--- src/sv/sha_pkg.sv ---
// Package: SHA-256 types, constants and round functions.
`default_nettype none
package sha_pkg;

    typedef struct packed {
        logic [7:0] msg_byte;
        logic       byte_present;
        logic       end_of_message;
    } in_item_t;

    typedef struct packed {
        logic [31:0] digest_word;
        logic [2:0]  word_index;
        logic        last_word;
    } out_item_t;

    typedef logic [7:0][31:0] chain_t;

    typedef struct packed {
        logic        we;
        logic [3:0]  addr;
        logic [31:0] wdata;
    } ram_req_t;

    localparam chain_t H_INIT = {
        32'h5be0cd19, 32'h1f83d9ab, 32'h9b05688c, 32'h510e527f,
        32'ha54ff53a, 32'h3c6ef372, 32'hbb67ae85, 32'h6a09e667
    };

    localparam logic [7:0] PAD_BYTE = 8'h80;

    function automatic logic [31:0] ror(input logic [31:0] x, input int n);
        logic [63:0] d;
        d = {x, x} >> n;
        return d[31:0];
    endfunction

    function automatic logic [31:0] bsig0(input logic [31:0] x);
        return ror(x, 2) ^ ror(x, 13) ^ ror(x, 22);
    endfunction

    function automatic logic [31:0] bsig1(input logic [31:0] x);
        return ror(x, 6) ^ ror(x, 11) ^ ror(x, 25);
    endfunction

    function automatic logic [31:0] ssig0(input logic [31:0] x);
        return ror(x, 7) ^ ror(x, 18) ^ (x >> 3);
    endfunction

    function automatic logic [31:0] ssig1(input logic [31:0] x);
        return ror(x, 17) ^ ror(x, 19) ^ (x >> 10);
    endfunction

    function automatic logic [31:0] round_k(input logic [5:0] i);
        logic [31:0] k;
        case (i)
            6'd0:  k = 32'h428a2f98; 6'd1:  k = 32'h71374491;
            6'd2:  k = 32'hb5c0fbcf; 6'd3:  k = 32'he9b5dba5;
            6'd4:  k = 32'h3956c25b; 6'd5:  k = 32'h59f111f1;
            6'd6:  k = 32'h923f82a4; 6'd7:  k = 32'hab1c5ed5;
            6'd8:  k = 32'hd807aa98; 6'd9:  k = 32'h12835b01;
            6'd10: k = 32'h243185be; 6'd11: k = 32'h550c7dc3;
            6'd12: k = 32'h72be5d74; 6'd13: k = 32'h80deb1fe;
            6'd14: k = 32'h9bdc06a7; 6'd15: k = 32'hc19bf174;
            6'd16: k = 32'he49b69c1; 6'd17: k = 32'hefbe4786;
            6'd18: k = 32'h0fc19dc6; 6'd19: k = 32'h240ca1cc;
            6'd20: k = 32'h2de92c6f; 6'd21: k = 32'h4a7484aa;
            6'd22: k = 32'h5cb0a9dc; 6'd23: k = 32'h76f988da;
            6'd24: k = 32'h983e5152; 6'd25: k = 32'ha831c66d;
            6'd26: k = 32'hb00327c8; 6'd27: k = 32'hbf597fc7;
            6'd28: k = 32'hc6e00bf3; 6'd29: k = 32'hd5a79147;
            6'd30: k = 32'h06ca6351; 6'd31: k = 32'h14292967;
            6'd32: k = 32'h27b70a85; 6'd33: k = 32'h2e1b2138;
            6'd34: k = 32'h4d2c6dfc; 6'd35: k = 32'h53380d13;
            6'd36: k = 32'h650a7354; 6'd37: k = 32'h766a0abb;
            6'd38: k = 32'h81c2c92e; 6'd39: k = 32'h92722c85;
            6'd40: k = 32'ha2bfe8a1; 6'd41: k = 32'ha81a664b;
            6'd42: k = 32'hc24b8b70; 6'd43: k = 32'hc76c51a3;
            6'd44: k = 32'hd192e819; 6'd45: k = 32'hd6990624;
            6'd46: k = 32'hf40e3585; 6'd47: k = 32'h106aa070;
            6'd48: k = 32'h19a4c116; 6'd49: k = 32'h1e376c08;
            6'd50: k = 32'h2748774c; 6'd51: k = 32'h34b0bcb5;
            6'd52: k = 32'h391c0cb3; 6'd53: k = 32'h4ed8aa4a;
            6'd54: k = 32'h5b9cca4f; 6'd55: k = 32'h682e6ff3;
            6'd56: k = 32'h748f82ee; 6'd57: k = 32'h78a5636f;
            6'd58: k = 32'h84c87814; 6'd59: k = 32'h8cc70208;
            6'd60: k = 32'h90befffa; 6'd61: k = 32'ha4506ceb;
            6'd62: k = 32'hbef9a3f7; default: k = 32'hc67178f2;
        endcase
        return k;
    endfunction

endpackage
`default_nettype wire

--- src/sv/sha_ram.sv ---
// Generic single-port RAM with registered read.
`default_nettype none
module sha_ram #(
    parameter int WIDTH = 32,
    parameter int DEPTH = 16
) (
    input  wire logic                     clk,
    input  wire logic                     we,
    input  wire logic [$clog2(DEPTH)-1:0] addr,
    input  wire logic [WIDTH-1:0]         wdata,
    output logic      [WIDTH-1:0]         rdata
);

    logic [WIDTH-1:0] mem [DEPTH];

    always_ff @(posedge clk)
    begin
        if (we)
        begin
            mem[addr] <= wdata;
        end
        rdata <= mem[addr];
    end

endmodule
`default_nettype wire

--- src/sv/sha_core.sv ---
// Compression engine: 64 rounds with the message schedule kept in the word RAM.
`default_nettype none
module sha_core
    import sha_pkg::*;
(
    input  wire logic        clk,
    input  wire logic        rst_n,
    input  wire logic        start,
    input  wire chain_t      chain,
    input  wire logic [31:0] rdata,
    output ram_req_t         req,
    output logic             done,
    output chain_t           vars
);

    localparam logic [2:0] C_IDLE = 3'd0;
    localparam logic [2:0] C_RD0  = 3'd1;
    localparam logic [2:0] C_RD1  = 3'd2;
    localparam logic [2:0] C_RD2  = 3'd3;
    localparam logic [2:0] C_RD3  = 3'd4;
    localparam logic [2:0] C_RD4  = 3'd5;
    localparam logic [2:0] C_WSUM = 3'd6;
    localparam logic [2:0] C_RND  = 3'd7;

    logic [2:0]  state_reg, state_next;
    logic [5:0]  rnd_reg, rnd_next;
    logic        done_reg, done_next;
    chain_t      v_reg, v_next;
    logic [31:0] w16_reg, s0_reg, x7_reg, s1_reg, w_reg;
    logic [31:0] t1, t2, ch, maj;

    assign ch  = (v_reg[4] & v_reg[5]) ^ (~v_reg[4] & v_reg[6]);
    assign maj = (v_reg[0] & v_reg[1]) ^ (v_reg[0] & v_reg[2]) ^ (v_reg[1] & v_reg[2]);
    assign t1  = v_reg[7] + bsig1(v_reg[4]) + ch + round_k(rnd_reg) + w_reg;
    assign t2  = bsig0(v_reg[0]) + maj;

    always_comb
    begin
        state_next = state_reg;
        rnd_next   = rnd_reg;
        done_next  = 1'b0;
        v_next     = v_reg;
        req.we     = 1'b0;
        req.addr   = rnd_reg[3:0];
        req.wdata  = w16_reg + s0_reg + x7_reg + s1_reg;
        unique case (state_reg)
            C_IDLE:
            begin
                if (start)
                begin
                    v_next     = chain;
                    rnd_next   = '0;
                    state_next = C_RD0;
                end
            end
            C_RD0: state_next = C_RD1;
            C_RD1:
            begin
                req.addr   = rnd_reg[3:0] + 4'd1;
                state_next = rnd_reg[5:4] == 2'd0 ? C_RND : C_RD2;
            end
            C_RD2:
            begin
                req.addr   = rnd_reg[3:0] + 4'd9;
                state_next = C_RD3;
            end
            C_RD3:
            begin
                req.addr   = rnd_reg[3:0] + 4'd14;
                state_next = C_RD4;
            end
            C_RD4: state_next = C_WSUM;
            C_WSUM:
            begin
                req.we     = 1'b1;
                state_next = C_RND;
            end
            C_RND:
            begin
                v_next[7] = v_reg[6];
                v_next[6] = v_reg[5];
                v_next[5] = v_reg[4];
                v_next[4] = v_reg[3] + t1;
                v_next[3] = v_reg[2];
                v_next[2] = v_reg[1];
                v_next[1] = v_reg[0];
                v_next[0] = t1 + t2;
                rnd_next  = rnd_reg + 6'd1;
                if (rnd_reg == 6'd63)
                begin
                    done_next  = 1'b1;
                    state_next = C_IDLE;
                end
                else
                begin
                    state_next = C_RD0;
                end
            end
            default: state_next = C_IDLE;
        endcase
    end

    always_ff @(posedge clk or negedge rst_n)
    begin
        if (!rst_n)
        begin
            state_reg <= C_IDLE;
            rnd_reg   <= '0;
            done_reg  <= 1'b0;
        end
        else
        begin
            state_reg <= state_next;
            rnd_reg   <= rnd_next;
            done_reg  <= done_next;
        end
    end

    always_ff @(posedge clk)
    begin
        v_reg <= v_next;
        if (state_reg == C_RD1)
        begin
            w16_reg <= rdata;
            w_reg   <= rdata;
        end
        if (state_reg == C_RD2)
        begin
            s0_reg <= ssig0(rdata);
        end
        if (state_reg == C_RD3)
        begin
            x7_reg <= rdata;
        end
        if (state_reg == C_RD4)
        begin
            s1_reg <= ssig1(rdata);
        end
        if (state_reg == C_WSUM)
        begin
            w_reg <= req.wdata;
        end
    end

    assign done = done_reg;
    assign vars = v_reg;

endmodule
`default_nettype wire

--- src/sv/sha256_stream_hash_top.sv ---
// Top level: byte packing, padding sequencer, chaining words and digest output.
//
//  channel | dir | payload    | handshake
//  in      | in  | in_item_t  | in_valid / in_ready
//  out     | out | out_item_t | out_valid / out_ready
//
// One byte per cycle while a block fills; the 64th byte of a block stalls input
// while the compression engine runs its rounds through the single RAM port.
// An end mark adds padding writes, one or two blocks, and eight output
// transfers. Reset restores the initial hash and a zero count.
// Output stalls hold the current word; no input is taken until the digest is out.
`default_nettype none
module sha256_stream_hash_top
    import sha_pkg::*;
(
    input  wire logic      clk,
    input  wire logic      rst_n,
    input  wire logic      in_valid,
    output logic           in_ready,
    input  wire in_item_t  in_data,
    output logic           out_valid,
    input  wire logic      out_ready,
    output out_item_t      out_data
);

    localparam logic [2:0] ST_IDLE = 3'd0;
    localparam logic [2:0] ST_HASH = 3'd1;
    localparam logic [2:0] ST_PAD  = 3'd2;
    localparam logic [2:0] ST_ZERO = 3'd3;
    localparam logic [2:0] ST_OUT  = 3'd4;

    localparam logic [1:0] POST_IDLE  = 2'd0;
    localparam logic [1:0] POST_PAD   = 2'd1;
    localparam logic [1:0] POST_FINAL = 2'd2;

    logic [2:0]  state_reg, state_next;
    logic [1:0]  post_reg, post_next;
    logic [60:0] total_reg, total_next;
    logic [23:0] acc_reg, acc_next;
    logic [4:0]  idx_reg, idx_next;
    logic        len_ok_reg, len_ok_next;
    logic [2:0]  oidx_reg, oidx_next;
    chain_t      chain_reg, chain_next;
    logic        core_start;
    ram_req_t    top_req, core_req, ram_req;
    logic [31:0] rdata;
    logic        core_done;
    chain_t      core_vars;
    logic        take;

    sha_core u_core (
        .clk   (clk),
        .rst_n (rst_n),
        .start (core_start),
        .chain (chain_reg),
        .rdata (rdata),
        .req   (core_req),
        .done  (core_done),
        .vars  (core_vars)
    );

    assign ram_req = (state_reg == ST_HASH) ? core_req : top_req;

    sha_ram #(.WIDTH(32), .DEPTH(16)) u_ram (
        .clk   (clk),
        .we    (ram_req.we),
        .addr  (ram_req.addr),
        .wdata (ram_req.wdata),
        .rdata (rdata)
    );

    assign in_ready = state_reg == ST_IDLE;
    assign take     = in_valid && in_ready;

    always_comb
    begin
        state_next    = state_reg;
        post_next     = post_reg;
        total_next    = total_reg;
        acc_next      = acc_reg;
        idx_next      = idx_reg;
        len_ok_next   = len_ok_reg;
        oidx_next     = oidx_reg;
        chain_next    = chain_reg;
        core_start    = 1'b0;
        top_req.we    = 1'b0;
        top_req.addr  = total_reg[5:2];
        top_req.wdata = {acc_reg, in_data.msg_byte};
        unique case (state_reg)
            ST_IDLE:
            begin
                if (take)
                begin
                    if (in_data.byte_present)
                    begin
                        acc_next   = {acc_reg[15:0], in_data.msg_byte};
                        total_next = total_reg + 61'd1;
                        top_req.we = total_reg[1:0] == 2'd3;
                    end
                    if (in_data.byte_present && total_reg[5:0] == 6'd63)
                    begin
                        core_start = 1'b1;
                        post_next  = in_data.end_of_message ? POST_PAD : POST_IDLE;
                        state_next = ST_HASH;
                    end
                    else if (in_data.end_of_message)
                    begin
                        state_next = ST_PAD;
                    end
                end
            end
            ST_PAD:
            begin
                top_req.we = 1'b1;
                case (total_reg[1:0])
                    2'd0:    top_req.wdata = {PAD_BYTE, 24'h0};
                    2'd1:    top_req.wdata = {acc_reg[7:0], PAD_BYTE, 16'h0};
                    2'd2:    top_req.wdata = {acc_reg[15:0], PAD_BYTE, 8'h0};
                    default: top_req.wdata = {acc_reg[23:0], PAD_BYTE};
                endcase
                idx_next    = {1'b0, total_reg[5:2]} + 5'd1;
                len_ok_next = total_reg[5:0] < 6'd56;
                post_next   = POST_FINAL;
                state_next  = ST_ZERO;
            end
            ST_ZERO:
            begin
                top_req.addr = idx_reg[3:0];
                if (len_ok_reg && idx_reg == 5'd14)
                begin
                    top_req.wdata = total_reg[60:29];
                end
                else if (len_ok_reg && idx_reg == 5'd15)
                begin
                    top_req.wdata = {total_reg[28:0], 3'b000};
                end
                else
                begin
                    top_req.wdata = '0;
                end
                if (idx_reg[4])
                begin
                    core_start = 1'b1;
                    state_next = ST_HASH;
                end
                else
                begin
                    top_req.we = 1'b1;
                    idx_next   = idx_reg + 5'd1;
                end
            end
            ST_HASH:
            begin
                if (core_done)
                begin
                    for (int i = 0; i < 8; i++)
                    begin
                        chain_next[i] = chain_reg[i] + core_vars[i];
                    end
                    unique case (post_reg)
                        POST_IDLE: state_next = ST_IDLE;
                        POST_PAD:  state_next = ST_PAD;
                        default:
                        begin
                            if (!len_ok_reg)
                            begin
                                len_ok_next = 1'b1;
                                idx_next    = '0;
                                state_next  = ST_ZERO;
                            end
                            else
                            begin
                                oidx_next  = '0;
                                state_next = ST_OUT;
                            end
                        end
                    endcase
                end
            end
            ST_OUT:
            begin
                if (out_ready)
                begin
                    oidx_next = oidx_reg + 3'd1;
                    if (oidx_reg == 3'd7)
                    begin
                        chain_next = H_INIT;
                        total_next = '0;
                        state_next = ST_IDLE;
                    end
                end
            end
            default: state_next = ST_IDLE;
        endcase
    end

    always_ff @(posedge clk or negedge rst_n)
    begin
        if (!rst_n)
        begin
            state_reg  <= ST_IDLE;
            post_reg   <= POST_IDLE;
            total_reg  <= '0;
            idx_reg    <= '0;
            len_ok_reg <= 1'b0;
            oidx_reg   <= '0;
            chain_reg  <= H_INIT;
        end
        else
        begin
            state_reg  <= state_next;
            post_reg   <= post_next;
            total_reg  <= total_next;
            idx_reg    <= idx_next;
            len_ok_reg <= len_ok_next;
            oidx_reg   <= oidx_next;
            chain_reg  <= chain_next;
        end
    end

    always_ff @(posedge clk)
    begin
        acc_reg <= acc_next;
    end

    assign out_valid            = state_reg == ST_OUT;
    assign out_data.digest_word = chain_reg[oidx_reg];
    assign out_data.word_index  = oidx_reg;
    assign out_data.last_word   = oidx_reg == 3'd7;

endmodule
`default_nettype wire

--- config.mk ---
export PLATFORM = sky130hd
export DESIGN_NAME = sha256_stream_hash_top
export DESIGN_NICKNAME = d
export VERILOG_FILES = /design/src/sv/sha_pkg.sv /design/src/sv/sha_ram.sv /design/src/sv/sha_core.sv /design/src/sv/sha256_stream_hash_top.sv
export SDC_FILE = /design/constraint.sdc
export NUM_CORES = 2
export LEC_CHECK = 0
export BUFFER_PORTS_ARGS = -buffer_cell sky130_fd_sc_hd__clkbuf_2
export CORE_MARGIN = 3
export CORE_UTILIZATION = 65
export DETAILED_ROUTE_END_ITERATION = 10
export GPL_ROUTABILITY_DRIVEN = 0
export MAX_ROUTING_LAYER = met4
export PLACE_DENSITY_LB_ADDON = 0.2
export SYNTH_ARGS = -nofsm -noshare
export SYNTH_HDL_FRONTEND = slang
export SYNTH_SLANG_ARGS = --single-unit
--- constraint.sdc ---
create_clock -name clk -period 12.7 [get_ports clk]
set_input_delay 0 -clock clk [delete_from_list [all_inputs] [get_ports clk]]
set_output_delay 0 -clock clk [all_outputs]
set_load 0.05 [all_outputs]
==> flow_metrics.env <==
export IMPL_syn_area_um2=81420
export IMPL_cp_max_fo=18
export IMPL_syn_num_nets=8501
export IMPL_required_ps=13200
export IMPL_dp_hpwl_um=165000
export IMPL_multiInputGateArea_um2=41090
export IMPL_timing_setup_tns_ps=0
export IMPL_cts_sinks=1325
export IMPL_clk_pin_slew_worst_paths_ps=60
export IMPL_cts_root_buffer_cell="clkbuf_16"
export IMPL_cpLargestDelayFamily="compound AO/OA/AOI/OAI gates"
export IMPL_finClkSkew_ps=61.76
export IMPL_period_needed_ps=10230
export IMPL_io_buffers=51
export IMPL_met1_usage=0.4713
export IMPL_min_period_over_period=0.8052
export IMPL_crit_type="flip-flop to flip-flop"
export IMPL_slew_headroom=0.04202
export IMPL_crit_path_frequent_cell="a21oi_1"
export IMPL_largest_reg_flops=512
export IMPL_synth_seq_cells=1325
export IMPL_max_slew_worst_pin_slew_ps=1425
export IMPL_synth_warnings=0
export IMPL_hold_worst_slack_ps=234.8
export IMPL_grt_pass1_wl_um=370500
export IMPL_drt_iter0_drc=8432
export IMPL_maxCapViolations=0
export IMPL_use_met2=0.5921
export IMPL_rsz0062_at_grt="false"
export IMPL_synth_seq_area_share=0.4659
export IMPL_path_depth=35
export IMPL_synth_top_area_frac=0.3511
export IMPL_crit_buf_inv=4
export IMPL_syn_to_final_growth_pct=8.376
export IMPL_ys_types=97
export IMPL_die_area_um2=129600
export IMPL_synth_area_leaders="edfxtp_1, dfrtp_1, ha_1"
export IMPL_cp_start_kind="flip-flop"
export IMPL_drc=80
export IMPL_grt_antenna_before_repair=6
export IMPL_grt_max_degree=200
export IMPL_grt_busiest_layer="met2"
export IMPL_clk_latency_ps=830
export IMPL_register_area_um2=37950
export IMPL_io_pins=52
export IMPL_hold_viol_final=0
export IMPL_maxSlewViolCount=0
export IMPL_grtUsageMet3=0.08028
export IMPL_fin_nets=8375
export IMPL_crit_slowest_cell="o32ai_1"
export IMPL_routed_wl_um=245800
export IMPL_routedWlPerCell_um=25.80
export IMPL_synthFlopType="edfxtp_1"
export IMPL_cts_buffer_depth=3
export IMPL_cp_end_kind="flip-flop"
export IMPL_placementRows=129
export IMPL_hold_depth=4
export IMPL_via_count=64380
export IMPL_reg2reg_depth=35
export IMPL_drtAntennaViolNets=0
export IMPL_cts_made_buffers=145
export IMPL_synth_area_leader_cell="edfxtp_1"
export IMPL_grt_pass1_vias=62320
export IMPL_cp_data_arrival_time_ps=10730
export IMPL_die_h_um=359.9
export IMPL_nFillCells=8671
export IMPL_coreArea_um2=124000
export IMPL_synthCells=7890
export IMPL_violations="design-rule violations"
export IMPL_synth_edf_count=952
export IMPL_status="finished with violations"
export IMPL_postCtsResizedCells=0
export IMPL_cts_tree="built"
export IMPL_overflow=0
export IMPL_ys_async_sr_fraction=0.2574
export IMPL_initial_utilization=0.6569
export IMPL_syn_avg_cell_area_um2=10.32
export IMPL_track_usage=0.3854
export IMPL_fmax_ghz=0.09779
export IMPL_slowest_delay_ps=830
export IMPL_htree_num_levels=4
export IMPL_vias_per_cell=6.757
export IMPL_drt_pass1_iterations=11
export IMPL_die_width_um=359.9
export IMPL_hold_class="input port to flip-flop"
export IMPL_finalSetupViolCount=0
export IMPL_drive_above_1_share=0.09053
## through the flow
step	setup WS, ps	cell area, um2	instances	util
detailed placement	3011	83080	9226	0.6702
floorplan	3610	81420	7890	-
global placement	3227	83080	9226	0.6702
global route	2159	88240	9527	0.7119
CTS	2917	88210	9523	0.7116
finish	2474	88240	9528	0.7119
## layout make-up
| class | count | share of cell area |
|---|---|---|
| Tap cell | 1637 | 0.02321 |
| Clock buffer | 203 | 0.04536 |
| Clock inverter | 67 | 0.009585 |
| Sequential cell | 1325 | 0.4300 |
| Timing Repair Buffer | 172 | 0.01496 |
| Antenna cell | 4 | 0.0001134 |
| Inverter | 259 | 0.01110 |
| Multi-Input combinational cell | 5861 | 0.4657 |
## worst min-delay path: stages
cell and delay, ps:
dlygate4sd3_1 520, clkbuf_2 150, and3_1 210, a22o_1 140
## cell usage after synthesis, types with 41 or more instances
library cell / number
nor3_1: 81
ha_1: 402
nor2b_1: 55
a31oi_1: 120
a211oi_1: 207
and2_1: 140
xnor2_1: 410
nand3_1: 115
dfstp_2: 136
clkbuf_1: 391
inv_1: 254
xor2_1: 210
a21oi_1: 564
edfxtp_1: 952
nand2b_1: 71
and3_1: 42
a21o_1: 171
fa_1: 195
mux4_2: 71
nor2_1: 444
a311oi_1: 74
dfrtp_1: 205
nand2_1: 1294
o21a_1: 68
or3_1: 47
o21ai_0: 475
mux2_2: 62
buf_1: 41
## cells by family after synthesis
kind of cell | after synthesis | synth area share
compound gates | 2065 | 0.1620
simple gates | 2404 | 0.1296
flops | 1325 | 0.4659
xor+xnor | 620 | 0.06669
buf+inv | 704 | 0.03273
mux | 149 | 0.03018
fa+ha+maj | 623 | 0.1129
## cell usage in the layout (no fill, tap or decap), types with 26 or more instances in the layout
master / instances
dfxtp_1: 32
nand2_1: 1290
clkbuf_2: 50
dfrtp_1: 199
clkbuf_1: 48
mux2_2: 62
xnor2_1: 410
nor3_1: 75
nor2b_1: 53
and3_1: 40
nand3_1: 114
a221oi_1: 26
dlygate4sd3_1: 26
xor2_1: 210
edfxtp_1: 952
clkbuf_16: 150
o21bai_1: 40
nand4_1: 32
nor2_1: 428
o211ai_1: 31
a21oi_1: 563
buf_4: 88
inv_1: 252
a21o_1: 171
fa_1: 195
o21ai_0: 469
a211oi_1: 207
a31oi_1: 120
dfstp_2: 136
nand2b_1: 71
a311oi_1: 74
ha_1: 402
o21a_1: 68
or3_1: 47
mux4_2: 71
and2_1: 140
maj3_1: 26
## per-layer routing
metal	vias up	routed length (um)
met3	962	26870
li1	28230	-
met1	31160	88080
met4	0	18270
met5	-	0
met2	4027	112600
## final timing paths
check | endpoint | slack [ps] | start
worst min-delay path | oidx_reg[1] | 230 | out_ready
worst max register to register | u_core.vars[30] | 2470 | u_core.rnd_reg[1]
min in group asynchronous | chain_reg[1] | 540 | rst_n
worst min register to register | acc_reg[23] | 480 | acc_reg[15]
worst max-delay path | u_core.vars[30] | 2470 | u_core.rnd_reg[1]
max in group asynchronous | oidx_reg[0] | 10280 | rst_n
## repair_timing
action | 4_1_cts | 5_1_grt
setup buffers | 0 | 0
endpoints found under the hold margin | 256 | 0
endpoints found under the setup margin | 0 | 0
hold buffers | 27 | 0
Power is not shown: default switching activity piles up to over one toggle a cycle in this logic, so the estimate is an artifact.
